[config.mk]
export PLATFORM = sky130hd
export DESIGN_NAME = abps_queue
export DESIGN_NICKNAME = d
export VERILOG_FILES = /design/src/hdl/abps_pkg.sv /design/src/hdl/abps_queue.sv
export VERILOG_INCLUDE_DIRS = /design/src /design/src/hdl
export SDC_FILE = /design/constraint.sdc
export NUM_CORES = 1
export LEC_CHECK = 0
export BUFFER_PORTS_ARGS = -buffer_cell sky130_fd_sc_hd__clkbuf_2
export CAP_MARGIN = 20
export CORE_MARGIN = 1
export CORE_UTILIZATION = 30
export DETAILED_ROUTE_END_ITERATION = 12
export GPL_TIMING_DRIVEN = 1
export SLEW_MARGIN = 25
export SYNTH_ARGS = -nofsm -noshare
export SYNTH_HDL_FRONTEND = slang
export SYNTH_SLANG_ARGS = --single-unit
[constraint.sdc]
create_clock -name clk_i -period 5.21 [get_ports clk_i]
set_input_delay 1.042 -clock clk_i [delete_from_list [all_inputs] [get_ports clk_i]]
set_output_delay 1.042 -clock clk_i [all_outputs]
set_load 0.05 [all_outputs]
[src/hdl/alpha_blend_pixel_store_assert.svh]
// Assertion macros shared by the pixel store RTL.
// Depends on nothing; the checks compile away when SYNTH is defined.
`ifndef ALPHA_BLEND_PIXEL_STORE_ASSERT_SVH
`define ALPHA_BLEND_PIXEL_STORE_ASSERT_SVH
`ifndef SYNTH
// Property must hold at every clock edge outside reset.
`define ABPS_ASSERT(lbl, clk, rstn, prop) \
  lbl: assert property (@(posedge clk) disable iff (!rstn) (prop)) \
    else $error("abps: assertion failed");
// Condition must never be seen at a clock edge outside reset.
`define ABPS_NEVER(lbl, clk, rstn, cond) \
  lbl: assert property (@(posedge clk) disable iff (!rstn) !(cond)) \
    else $error("abps: forbidden condition seen");
`else
`define ABPS_ASSERT(lbl, clk, rstn, prop)
`define ABPS_NEVER(lbl, clk, rstn, cond)
`endif
`endif

[src/hdl/abps_pkg.sv]
// Shared constants, types and the divide-by-255 helper of the pixel store.
// Used by every module of the block but abps_ram; depends on nothing.
`default_nettype none

package abps_pkg;

  localparam int MaxWidth   = 256;
  localparam int MaxHeight  = 256;
  localparam int StoreDepth = MaxWidth * MaxHeight;
  localparam int AddrW      = (StoreDepth > 1) ? $clog2(StoreDepth) : 1;

  localparam int DimW   = 9;
  localparam int CoordW = 16;
  localparam int ChanW  = 8;
  localparam int PixW   = 4 * ChanW;
  localparam int CfgIdxW = 2;

  localparam int QueueDepth = 2;

  localparam logic [ChanW-1:0] ChanMax    = 8'hFF;
  localparam logic [PixW-1:0]  WhitePixel = 32'hFFFF_FFFF;

  localparam logic [CfgIdxW-1:0] RegImageWidth  = 2'd0;
  localparam logic [CfgIdxW-1:0] RegImageHeight = 2'd1;

  // One classified pixel write on its way to the blend unit
  typedef struct packed {
    logic             in_bounds;
    logic             copy_src;
    logic [AddrW-1:0] addr;
    logic [ChanW-1:0] a;
    logic [ChanW-1:0] r;
    logic [ChanW-1:0] g;
    logic [ChanW-1:0] b;
  } abps_item_t;

  typedef struct packed {
    logic clearing;
  } abps_back_stat_t;

  // Exact floor(s / 255) for s up to 255 * 255
  function automatic logic [ChanW-1:0] div255(input logic [2*ChanW-1:0] s);
    logic [2*ChanW:0] t;
    t = {1'b0, s} + {{(ChanW+1){1'b0}}, s[2*ChanW-1:ChanW]} + {{(2*ChanW){1'b0}}, 1'b1};
    return t[2*ChanW-1:ChanW];
  endfunction

endpackage

`default_nettype wire

[src/hdl/abps_queue.sv]
// Short FIFO of classified pixel writes between front and back.
// Depends on abps_pkg for the item type and depth.
`default_nettype none
`include "alpha_blend_pixel_store_assert.svh"

module abps_queue (
  input  wire logic                  clk_i,
  input  wire logic                  rst_ni,
  input  wire logic                  push_i,
  output logic                       push_ready_o,
  input  wire abps_pkg::abps_item_t  push_item_i,
  output logic                       pop_valid_o,
  input  wire logic                  pop_i,
  output abps_pkg::abps_item_t       pop_item_o
);
  import abps_pkg::*;

  localparam int PtrW = (QueueDepth > 1) ? $clog2(QueueDepth) : 1;
  localparam int CntW = $clog2(QueueDepth + 1);

  abps_item_t      slots_q [QueueDepth];
  logic [PtrW-1:0] wr_ptr_q, wr_ptr_d;
  logic [PtrW-1:0] rd_ptr_q, rd_ptr_d;
  logic [CntW-1:0] count_q, count_d;
  logic            do_push, do_pop;

  assign push_ready_o = (count_q != CntW'(QueueDepth));
  assign pop_valid_o  = (count_q != '0);
  assign pop_item_o   = slots_q[rd_ptr_q];
  assign do_push      = push_i && push_ready_o;
  assign do_pop       = pop_i && pop_valid_o;

  always_comb begin
    wr_ptr_d = wr_ptr_q;
    rd_ptr_d = rd_ptr_q;
    count_d  = count_q;
    if (do_push) begin
      wr_ptr_d = (wr_ptr_q == PtrW'(QueueDepth - 1)) ? '0 : wr_ptr_q + 1'b1;
    end
    if (do_pop) begin
      rd_ptr_d = (rd_ptr_q == PtrW'(QueueDepth - 1)) ? '0 : rd_ptr_q + 1'b1;
    end
    if (do_push && !do_pop) begin
      count_d = count_q + 1'b1;
    end else if (do_pop && !do_push) begin
      count_d = count_q - 1'b1;
    end
  end

  always_ff @(posedge clk_i or negedge rst_ni) begin
    if (!rst_ni) begin
      wr_ptr_q <= '0;
      rd_ptr_q <= '0;
      count_q  <= '0;
    end else begin
      wr_ptr_q <= wr_ptr_d;
      rd_ptr_q <= rd_ptr_d;
      count_q  <= count_d;
    end
  end

  always_ff @(posedge clk_i) begin
    if (do_push) begin
      slots_q[wr_ptr_q] <= push_item_i;
    end
  end

  `ABPS_NEVER(a_q_no_overflow, clk_i, rst_ni, push_i && !push_ready_o)
  `ABPS_NEVER(a_q_no_underflow, clk_i, rst_ni, pop_i && !pop_valid_o)

endmodule

`default_nettype wire

Yosys cells after proc, flatten, opt, wreduce, memory -nomap -nowiden:

Memory sizes are Yosys's and may differ from the RTL's.
Cells that the tools add are included.

* reduce and logical (&&, ||, !) cells: 8
* eq/ne operators: 1
* add/subtract/negate cells: 4
* multiplexer cells: 6

Operators by type and width (count)
* logical AND 1 bit: 4
* 2-to-1 mux 1 bit: 4
* 2-to-1 mux 2 bit: 2
* nonzero test 2 bit: 2
* adder 1 bit, second input constant: 2
* adder 2 x 1 -> 2 bit, second input constant: 1
* zero test 1 bit: 2
* inequality test 2 bit, second input constant: 1
* subtractor 2 x 1 -> 2 bit, second input constant: 1

* memories: 1
* flip-flop bits (word level): 4
* bits in writable memories: 100

Memory list
* slots_q: depth 2, width 50, rd ports 1, clocked after Yosys merged registers in 0, write ports 1, RTL line abps_queue.sv:21 `abps_item_t slots_q [QueueDepth];`

Longest topological paths before layout:

* depth after elaboration: 6
* mapped depth: 7
* gate-level depth less buffers: 7

Worst setup path before layout:

No wires, ideal clock.

* path kind: input to register
* start: in push_i
* end: mem slots_q[0][0] in the netlist's numbering (enable)
* stages: 2
* setup time: 0.458 ns
* arrival time: 3.254 ns
* path slack: 1.498 ns
* required time: 4.752 ns
* cell sequence: nand2_1 -> nor2_1

* longest elaborated chain between the ends: 3

RTL lines
* from (decl): RTL line abps_queue.sv:9 `input wire logic push_i,`
* logical AND 1 bit: RTL line abps_queue.sv:30 `assign do_push = push_i && push_ready_o;`
* 2-to-1 mux 1 bit: RTL line abps_queue.sv:63 `if (do_push) begin`
* 2-to-1 mux 1 bit (not written as such): RTL line abps_queue.sv:64 `slots_q[wr_ptr_q] <= push_item_i;`
* to (decl): RTL line abps_queue.sv:21

Every way passes these cells.

==> summary.md <==
| Metric | Value |
|---|---|
| DRC | `0` |
| Worst path required time | `between 4 and 5 ns` |
| Hold crit path type | `in -> async` |
| Layout cells sized above 1 | `~60%` |
| GRT Util Overall | `9.873%` |
| Top FF cell, synth | `edfxtp_1` |
| Postcts setup bufs | `0` |
| Comb power frac | `between 40% and 50%` |
| Vias per cell | `about 4` |
| Via count | `around 1.9k` |
| Post-Layout Cell Count | `467` |
| Ports | `between 100 and 150` |
| Inserted Clock Buffers | `9` |
| Global-route wire length before repair | `between 9000 and 10000 µm` |
| Initial DRC count | `59` |
| GPL Wtd Cong | `between 0.6 and 0.7` |
| Clock power frac | `20.2%` |
| Syn nets | `around 230` |
| Initial core utilization | `between 30 and 40%` |
| WL per Instance | `about 14 µm` |
| Yosys warning count | `0` |
| Post-route ant nets | `0` |
| Status | `complete, no violations` |
| Final worst setup slack | `approximately 2.1 ns` |
| Die height | `118.3 µm` |
| Chip width | `around 120 µm` |
| Critical Path Start | `rd_ptr_q$_DFFE_PN0P_` |
| Global route total overflow | `0` |
| Largest net degree at the start of global routing | `between 50 and 60` |
| CTS HTree Levels | `3` |
| DR pass1 iterations | `4` |
| Total negative setup slack | `0 ns` |
| Worst vdd ir | `between 400 and 500 µV` |
| Final Slew Violations | `0` |
| P&R area growth vs syn | `23.85%` |
| Worst Skew | `between 0.005 and 0.006 ns` |
| Vias in the first global route | `~1.9k` |
| PortBufs | `105` |
| Core Region | `roughly 0.013 mm²` |
| Worst-path clk slew | `about 0.070 ns` |
| Flops & latches, synth | `around 100` |
| Leakage power | `2.020 nW` |
| Sw power | `~1.4 mW` |
| Final wirelength | `between 6000 and 7000 µm` |
| Fin crit share | `~60%` |
| Crit. End Element | `output port` |
| Rel. slew slack | `between 30% and 40%` |
| Fin. Hold Viols | `0` |
| Clock root cell | `clkbuf_16` |
| Critical path type | `reg -> out` |
| CP arrival | `about 2.1 ns` |
| RSZ-0062 raised after global routing | `no` |
| Nets | `about 340` |
| Post-synthesis sequential area ratio | `between 70% and 80%` |
| PwrDens | `approximately 670 mW/mm²` |
| Mapped Cells | `174` |
| Most frequent cells in the layout | `105 x clkbuf_2, 100 x edfxtp_1, 49 x mux2_4` |
| Antenna violations before repair | `0` |
| Startpoint Class | `register` |
| Post-synth EDFFs | `100` |
| Worst Tran Pin Value | `about 1 ns` |
| CTS sink cnt | `104` |
| Total power draw | `about 3.4 mW` |
| Asr flop ratio synth | `between 3 and 4%` |
| Worst R2R Start | `count_q[0]$_DFFE_PN0P_` |
| Total die area | `around 0.014 mm²` |
| Placed cells | `451` |
| Leading area contributor after synthesis | `edfxtp_1` |
| Post-synth cell types | `15` |
| Dominant cells by area after synthesis | `edfxtp_1 74%, mux2_4 18%, buf_12 2.5%, dfrtp_1 2.5%, xnor2_1 0.65%` |
| Pre-CTS setup slack | `roughly 2.4 ns` |
| Clock Path Buffers | `2` |
| Row count | `42` |
| Post-CTS resize count | `0` |
| Final core occ | `a little under two fifths` |
| Syn avg cell area | `23.31 µm²` |
| Tmin final | `a little over 3 ns` |
| Antenna cells | `0` |
| Post-CTS Hold Buffers | `0` |
| Synth top area share | `roughly three quarters` |
| Clk Latency, worst-skew pair | `around 0.34 ns` |
| Seq pwr share | `39.0%` |
| Max-cap violations | `0` |
| Int Power | `1.988 mW` |
| CP max FO | `just over 50` |
| CTS tree | `yes` |
| Placed wire-length estimate | `4050 µm` |
| Most common cell after layout, fill and taps aside | `clkbuf_2` |
| Switch share | `40.73%` |
| Fmax | `320.7 MHz` |
| Synthesized area | `between 0.004 and 0.005 mm²` |
| Setup-failing EPs final | `0` |
[flip-flops by register name (all words and copies together) (netlist names)]
signal    flops
slots_q     100
count_q       2
rd_ptr_q      1
wr_ptr_q      1
[logic make-up (layout without fill, tap and decap cells)]
group	count (synthesis)	after routing	synth area share, %
DFF	104	104	76.52
muxes	50	50	18.42
and+or+nand+nor	7	7	0.8335
buffers and inverters	7	124	2.839
xor gates and xnor gates	5	5	1.080
adders and majority gates	1	1	0.3085
[Yosys cell counts, types with 2 or more instances]
cell type  count
nand2_1        2
dfrtp_1        4
edfxtp_1     100
nor2_1         2
xor2_1         2
mux2_4        49
xnor2_1        3
buf_12         5
[power by group through the flow]
stage | clock [mW] | combinational (mW) | sequential [mW]
finish | 0.678 | 1.37 | 1.31
global route | 0.733 | 1.43 | 1.34
CTS | 0.707 | 1.39 | 1.32
detailed placement | 0 | 1.39 | 1.34
global placement | 0 | 1.38 | 1.33
floorplan | 0 | 1.30 | 1.21
[worst max-delay path, cell delays in order (launching register included)]
cell and delay, ns:
dfrtp_4 1.06, mux2_2 0.41, clkbuf_2 0.23
[final timing paths]
path	to	slack, ns	depth (start not counted)
max	pop_item_o[29]	2.09	2
min	count_q[1]$_DFFE_PN0P_	0.49	1
max reg2reg	slots_q[0][43]$_DFFE_PP_	3.43	4
min reg2reg	count_q[1]$_DFFE_PN0P_	0.51	1
max in group asynchronous	rd_ptr_q$_DFFE_PN0P_	4.58	1
min in group clk_i	count_q[1]$_DFFE_PN0P_	0.51	1
[final cells by class]
type	count	area [µm²]
Timing Repair Buffer	107	540.5
Clock inverter	7	80.08
Sequential cell	104	3107
Inverter	1	3.754
Multi-Input combinational cell	63	845.8
Clock buffer	9	225.2
Tap cell	176	220.2
Fill cell	1241	8168
[routing by layer]
layer	part of all wire, %	wire length [µm]	GRT usage, %	up-vias
met3	6.9	451	3.764	11
met4	2.5	165	6.250	0
met5	0	0	0	-
li1	-	-	-	900
met2	48	3149	15.33	67
met1	43	2816	11.46	934
[metrics by stage]
| stage | instance area, µm² | hold slack [ns] |
|---|---|---|
| floorplan | 4055 | 0.4564 |
| global placement | 4717 | 0.4708 |
| detailed placement | 4717 | 0.4967 |
| CTS | 5022 | 0.4708 |
| global route | 5022 | 0.4766 |
| finish | 5022 | 0.4910 |
No activity file was read; power rests on OpenSTA's default activity.
