--- config.mk ---
export PLATFORM = sky130hd
export DESIGN_NAME = abps_front
export DESIGN_NICKNAME = d
export VERILOG_FILES = /design/src/hdl/alpha_blend_pixel_store_assert.svh /design/src/hdl/abps_pkg.sv /design/src/hdl/abps_front.sv
export SDC_FILE = /design/constraint.sdc
export NUM_CORES = 1
export LEC_CHECK = 0
export BUFFER_PORTS_ARGS = -buffer_cell sky130_fd_sc_hd__buf_2
export CELL_PAD_IN_SITES_DETAIL_PLACEMENT = 1
export CELL_PAD_IN_SITES_GLOBAL_PLACEMENT = 1
export CORE_AREA = 2 2 142 144
export DETAILED_ROUTE_END_ITERATION = 10
export DIE_AREA = 0 0 144 146
export PLACE_DENSITY = 0.64
export SKIP_CTS_REPAIR_TIMING = 1
export SYNTH_ARGS = -nofsm -noshare
export SYNTH_HDL_FRONTEND = slang
export SYNTH_SLANG_ARGS = --single-unit
--- constraint.sdc ---
create_clock -name clk_i -period 22.8 [get_ports clk_i]
set_clock_uncertainty 0.15 [all_clocks]
set_input_delay 4.56 -clock clk_i [delete_from_list [all_inputs] [get_ports clk_i]]
set_output_delay 4.56 -clock clk_i [all_outputs]
set_load 0.01 [all_outputs]
--- src/hdl/alpha_blend_pixel_store_assert.svh ---
// Assertion macros shared by the pixel store RTL.
// Depends on nothing; the checks compile away when SYNTH is defined.
`ifndef ALPHA_BLEND_PIXEL_STORE_ASSERT_SVH
`define ALPHA_BLEND_PIXEL_STORE_ASSERT_SVH
`ifndef SYNTH
// Property must hold at every clock edge outside reset.
`define ABPS_ASSERT(lbl, clk, rstn, prop) \
  lbl: assert property (@(posedge clk) disable iff (!rstn) (prop)) \
    else $error("abps: assertion failed");
// Condition must never be seen at a clock edge outside reset.
`define ABPS_NEVER(lbl, clk, rstn, cond) \
  lbl: assert property (@(posedge clk) disable iff (!rstn) !(cond)) \
    else $error("abps: forbidden condition seen");
`else
`define ABPS_ASSERT(lbl, clk, rstn, prop)
`define ABPS_NEVER(lbl, clk, rstn, cond)
`endif
`endif

--- src/hdl/abps_pkg.sv ---
// Shared constants, types and the divide-by-255 helper of the pixel store.
// Used by every module of the block but abps_ram; depends on nothing.
`default_nettype none

package abps_pkg;

  localparam int MaxWidth   = 256;
  localparam int MaxHeight  = 256;
  localparam int StoreDepth = MaxWidth * MaxHeight;
  localparam int AddrW      = (StoreDepth > 1) ? $clog2(StoreDepth) : 1;

  localparam int DimW   = 9;
  localparam int CoordW = 16;
  localparam int ChanW  = 8;
  localparam int PixW   = 4 * ChanW;
  localparam int CfgIdxW = 2;

  localparam int QueueDepth = 2;

  localparam logic [ChanW-1:0] ChanMax    = 8'hFF;
  localparam logic [PixW-1:0]  WhitePixel = 32'hFFFF_FFFF;

  localparam logic [CfgIdxW-1:0] RegImageWidth  = 2'd0;
  localparam logic [CfgIdxW-1:0] RegImageHeight = 2'd1;

  // One classified pixel write on its way to the blend unit
  typedef struct packed {
    logic             in_bounds;
    logic             copy_src;
    logic [AddrW-1:0] addr;
    logic [ChanW-1:0] a;
    logic [ChanW-1:0] r;
    logic [ChanW-1:0] g;
    logic [ChanW-1:0] b;
  } abps_item_t;

  typedef struct packed {
    logic clearing;
  } abps_back_stat_t;

  // Exact floor(s / 255) for s up to 255 * 255
  function automatic logic [ChanW-1:0] div255(input logic [2*ChanW-1:0] s);
    logic [2*ChanW:0] t;
    t = {1'b0, s} + {{(ChanW+1){1'b0}}, s[2*ChanW-1:ChanW]} + {{(2*ChanW){1'b0}}, 1'b1};
    return t[2*ChanW-1:ChanW];
  endfunction

endpackage

`default_nettype wire

--- src/hdl/abps_front.sv ---
// Front end: size registers, bounds check, address and copy/blend decision.
// Depends on abps_pkg; feeds abps_queue.
`default_nettype none

module abps_front (
  input  wire logic                                clk_i,
  input  wire logic                                rst_ni,
  input  wire logic                                cfg_valid_i,
  output logic                                     cfg_ready_o,
  input  wire logic [abps_pkg::CfgIdxW-1:0]        cfg_index_i,
  input  wire logic [abps_pkg::DimW-1:0]           cfg_wdata_i,
  input  wire logic                                in_valid_i,
  output logic                                     in_stall_o,
  input  wire logic signed [abps_pkg::CoordW-1:0]  x_pos_i,
  input  wire logic signed [abps_pkg::CoordW-1:0]  y_pos_i,
  input  wire logic [abps_pkg::ChanW-1:0]          src_alpha_i,
  input  wire logic [abps_pkg::ChanW-1:0]          src_red_i,
  input  wire logic [abps_pkg::ChanW-1:0]          src_green_i,
  input  wire logic [abps_pkg::ChanW-1:0]          src_blue_i,
  input  wire abps_pkg::abps_back_stat_t           back_stat_i,
  output logic                                     push_o,
  input  wire logic                                push_ready_i,
  output abps_pkg::abps_item_t                     item_o
);
  import abps_pkg::*;

  logic [DimW-1:0]     width_q, width_d;
  logic [DimW-1:0]     height_q, height_d;
  logic [CoordW-1:0]   xu, yu;
  logic [2*DimW-1:0]   row_base;
  logic [2*DimW:0]     lin_addr;
  logic                in_bounds;

  // Config writes are always taken; sizes saturate to the store geometry
  assign cfg_ready_o = 1'b1;

  always_comb begin
    width_d  = width_q;
    height_d = height_q;
    if (cfg_valid_i) begin
      case (cfg_index_i)
        RegImageWidth: begin
          width_d = ({23'd0, cfg_wdata_i} > 32'(MaxWidth)) ? DimW'(MaxWidth) : cfg_wdata_i;
        end
        RegImageHeight: begin
          height_d = ({23'd0, cfg_wdata_i} > 32'(MaxHeight)) ? DimW'(MaxHeight) : cfg_wdata_i;
        end
        default: begin
        end
      endcase
    end
  end

  always_ff @(posedge clk_i or negedge rst_ni) begin
    if (!rst_ni) begin
      width_q  <= (32'd256 > 32'(MaxWidth)) ? DimW'(MaxWidth) : DimW'(256);
      height_q <= (32'd256 > 32'(MaxHeight)) ? DimW'(MaxHeight) : DimW'(256);
    end else begin
      width_q  <= width_d;
      height_q <= height_d;
    end
  end

  assign xu = x_pos_i;
  assign yu = y_pos_i;

  // Sign bit set means a negative coordinate
  assign in_bounds = !xu[CoordW-1] && !yu[CoordW-1] &&
                     (xu < {{(CoordW-DimW){1'b0}}, width_q}) &&
                     (yu < {{(CoordW-DimW){1'b0}}, height_q});

  // y is below the height here, so its low bits carry the whole row number
  assign row_base = {{DimW{1'b0}}, yu[DimW-1:0]} * {{DimW{1'b0}}, width_q};
  assign lin_addr = {{(DimW+1){1'b0}}, xu[DimW-1:0]} + {1'b0, row_base};

  assign in_stall_o = !push_ready_i || back_stat_i.clearing;
  assign push_o     = in_valid_i && !in_stall_o;

  always_comb begin
    item_o.in_bounds = in_bounds;
    item_o.copy_src  = (src_alpha_i == ChanMax) ||
                       ({src_alpha_i, src_red_i, src_green_i, src_blue_i} == '0);
    item_o.addr      = AddrW'(lin_addr);
    item_o.a         = src_alpha_i;
    item_o.r         = src_red_i;
    item_o.g         = src_green_i;
    item_o.b         = src_blue_i;
  end

endmodule

`default_nettype wire

# Word level (Yosys, flattened, before mapping)
# Index checks and enable logic that the tools add are counted.
totals:
  regBits: 18
  word_cells: 24
op_classes:
  add_sub_neg: 1
  multipliers: 1
  n_lt_le_gt_ge: 3
  n_eq_ne: 2
  mux: 1
  n_reduce_logical: 14
op_table:
  columns: ["cell", "n"]
  rows:
  - ["zero test 32 bit", 1]
  - ["less-than comparator 16 x 9 -> 1 bit", 2]
  - ["adder 9 x 16 -> 16 bit", 1]
  - ["multiplier 9 x 9 -> 16 bit", 1]
  - ["> comparator 9 bit, second input constant", 1]
  - ["2-to-1 mux 9 bit", 1]
  - ["== test 8 bit, second input constant", 1]
  - ["logical AND 1 bit", 4]
  - ["zero test 1 bit", 4]
  - ["AND reduction 2 bit", 2]
  - ["== test 2 x 1 -> 1 bit, second input constant", 1]
  - ["zero test 2 bit", 1]
  - ["logical OR 1 bit", 2]

# Logic depth before layout (Yosys ltp)
depth:
  ltp_word: 4
  ltp_mapped: 20
  ltp_nobuf: 18

# Worst setup path before layout
# OpenSTA, ideal clock, no wires.
synth_timing:
  path_kind: "input to output"
  from: "in y_pos_i[0] in the netlist's numbering"
  to: "out item_o[47] in the netlist's numbering"
  arrival_ns: 9.104
  required_time_ns: 18.090
  setup_slack_ns: 8.986
  cell_stages: 17
  path_buffers: 1
  path_cell_list: "clkbuf_1 nand2_1 fa_1 fa_1 inv_1 fa_1 fa_1 inv_1 fa_1 inv_1 ha_1 a21o_1 a311oi_1 nor2_1 or3_4 a31oi_4 xnor2_1"
synth_lines:
  columns: ["item", "line", "rtl"]
  rows:
  - ["start, declared", "abps_front.sv:15", "input wire logic signed [abps_pkg::CoordW-1:0] y_pos_i,"]
  - ["end, declared", "abps_front.sv:23", "output abps_pkg::abps_item_t item_o"]

==> results.sh <==
export IMPL_outcome="completed"
export IMPL_tightest_slew_ns=0.555
export IMPL_hp_class="flop to flop"
export IMPL_syn_area_um2=4390
export IMPL_peakVddDrop_uv=32.1
export IMPL_post_drt_wl_per_cell_um=13.0
export IMPL_power_total_w=0.000475
export IMPL_drt_pass1_iter_count=3
export IMPL_dpl_instance_area_um2=5060
export IMPL_rsz0062_at_grt="no"
export IMPL_slew_headroom=0.626
export IMPL_synth_seq_cells=18
export IMPL_synthArstFlopShare=1.00
export IMPL_grt_pass1_wl_um=18200
export IMPL_hold_slack_ns=0.328
export IMPL_rows=51
export IMPL_grt_usage=0.106
export IMPL_finalMaxSlewViolations=0
export IMPL_io_buffers=132
export IMPL_cp_arrival_ns=9.38
export IMPL_setup_viol=0
export IMPL_drive_gt1_frac=0.245
export IMPL_critPathCaptureType="output port"
export IMPL_maxCapViolCount=0
export IMPL_synth_net_count=711
export IMPL_instances_no_fill=869
export IMPL_synth_area_top_cells="fa_1 25%, ha_1 17%, dfrtp_1 9.1%"
export IMPL_start_util=0.227
export IMPL_syn_to_final_growth_pct=17.4
export IMPL_grt_ovfl_total=0
export IMPL_layout_min_cycle_time_ns=14.09
export IMPL_drc=0
export IMPL_vias=3637
export IMPL_yosysSeqAreaShare=0.103
export IMPL_placed_cells=862
export IMPL_h_tree_depth=1
export IMPL_final_cell_mix="132 x buf_2, 93 x inv_1, 60 x ha_1, 57 x nand2_1, 54 x fa_1"
export IMPL_cts_clk_slew_worst_paths_ns=0.05
export IMPL_cts_buffer_depth=2
export IMPL_antenna_found_initial=3
export IMPL_critPathMaxFanout=10
export IMPL_r2r_start="width_q[8]"
export IMPL_post_route_period_util=0.618
export IMPL_grt_max_degree=19
export IMPL_die_area_um2=21000
export IMPL_die_y_um=146
export IMPL_path_class="primary input to output port"
export IMPL_design_area_um2=5150
export IMPL_yosysWarnings=0
export IMPL_viasPerCell=4.19
export IMPL_final_common_cell="buf_2"
export IMPL_hold_viol_final=0
export IMPL_syn_avg_cell_area_um2=8.51
export IMPL_leakagePower_nw=2.71
export IMPL_synthCells=516
export IMPL_clock_latency_ns=0.25
export IMPL_power_density_nw_per_um2=92.2
export IMPL_pin_count=134
export IMPL_synth_area_leader_cell="fa_1"
export IMPL_min_from="height_q[2]"
export IMPL_drtIter0Drc=64
export IMPL_cts_tree="done"
export IMPL_dp_hpwl_um=10100
export IMPL_finalNetCount=797
export IMPL_cts_inserted_buffers=3
export IMPL_gp_congestion=0.790
export IMPL_die_w_um=144
export IMPL_fin_setup_tns_ns=0
export IMPL_ant_nets=0
export IMPL_core_um2=19300
export IMPL_synth_edff_count=0
export IMPL_crit_required_ns=18.09
export IMPL_yosys_most_used_dff="dfrtp_1"
export IMPL_wirelength_um=11300
export IMPL_ys_types=47
export IMPL_synth_top_area_frac=0.246
export IMPL_root_buffer="clkbuf_16"
export IMPL_crit_path_start="y_pos_i[3]"
export IMPL_fmax_mhz=71.0
export IMPL_cts_sinks=18
export IMPL_cp_start_kind="primary input"
export IMPL_first_global_vias=3798
per-layer routing:
layer / wire [µm] / track usage
met4: 40 / 0.00882
met2: 5510 / 0.197
met3: 568 / 0.0102
met1: 5170 / 0.136
met5: 0 / 0
cells by family after synthesis:
family / Yosys count / share of synthesized area
mux: 2 / 0.00513
flops: 18 / 0.103
fa+ha+maj: 114 / 0.417
simple gates: 161 / 0.197
compound gates: 61 / 0.0932
xor+xnor: 15 / 0.0299
buf+inv: 144 / 0.154
other cells: 1 / 0.000854
path summary, 6_finish.rpt:
| path | to | slack, ns | cells past startpoint |
|---|---|---|---|
| worst max-delay path | item_o[47] | 8.71 | 19 |
| worst min-delay path | height_q[2] | 0.33 | 2 |
| worst max register to register | width_q[8] | 21.73 | 1 |
| worst min register to register | height_q[2] | 0.33 | 2 |
| max in group asynchronous | height_q[8] | 18.10 | 1 |
| min in group asynchronous | width_q[3] | 4.08 | 1 |
worst max-delay path, stage by stage:
cell	delay (ns)
buf_2	0.16
and2_1	0.17
fa_1	0.53
inv_1	0.05
fa_1	0.47
inv_1	0.05
fa_1	0.50
fa_1	0.54
inv_1	0.05
fa_1	0.49
inv_1	0.04
ha_1	0.34
a21o_1	0.21
a311oi_1	0.27
nor2_1	0.08
or3_4	0.37
a31oi_4	0.21
xnor2_1	0.13
buf_2	0.15
metrics by stage:
step | setup slack [ns] | util
after floorplan | 8.99 | -
final | 8.71 | 0.266
after global routing | 8.47 | 0.266
after CTS | 8.67 | 0.266
after global placement | 8.73 | 0.262
after detailed placement | 8.70 | 0.262
report_power, final:
part           total [W]  switching (W)  internal, W
Combinational   0.000391       0.000227     0.000163
Sequential     0.0000457     0.00000896    0.0000367
Clock          0.0000390      0.0000123    0.0000267
Total           0.000475       0.000248     0.000227
layout make-up:
type / count / area [µm²]
well taps: 265 / 332
flip-flops and latches: 18 / 453
repair buffers: 132 / 661
multi-input cells: 354 / 3260
fillers: 2349 / 14200
inverters: 93 / 349
diodes: 3 / 7.51
clock buffers: 4 / 88.8
sequential cells by signal, indices dropped and copies added, names as in the netlist:
name      count
width_q       9
height_q      9
synthesized netlist by cell type (2+ instances only):
cell and instances:
inv_1 93, ha_1 60, nand2_1 57, fa_1 54, and2_1 46, buf_4 34, o21ai_0 22, dfrtp_1 16
clkbuf_1 15, a21oi_1 14, nand2b_1 13, nor4_1 12, xnor2_1 12, a21o_1 10, nand4_1 7, nor2_1 7
nor2b_1 6, nor3b_1 3, xor2_1 3, a2111oi_0 2, dfstp_2 2, mux2_2 2, nor3_1 2
No activity file was read; power rests on OpenSTA's default activity.
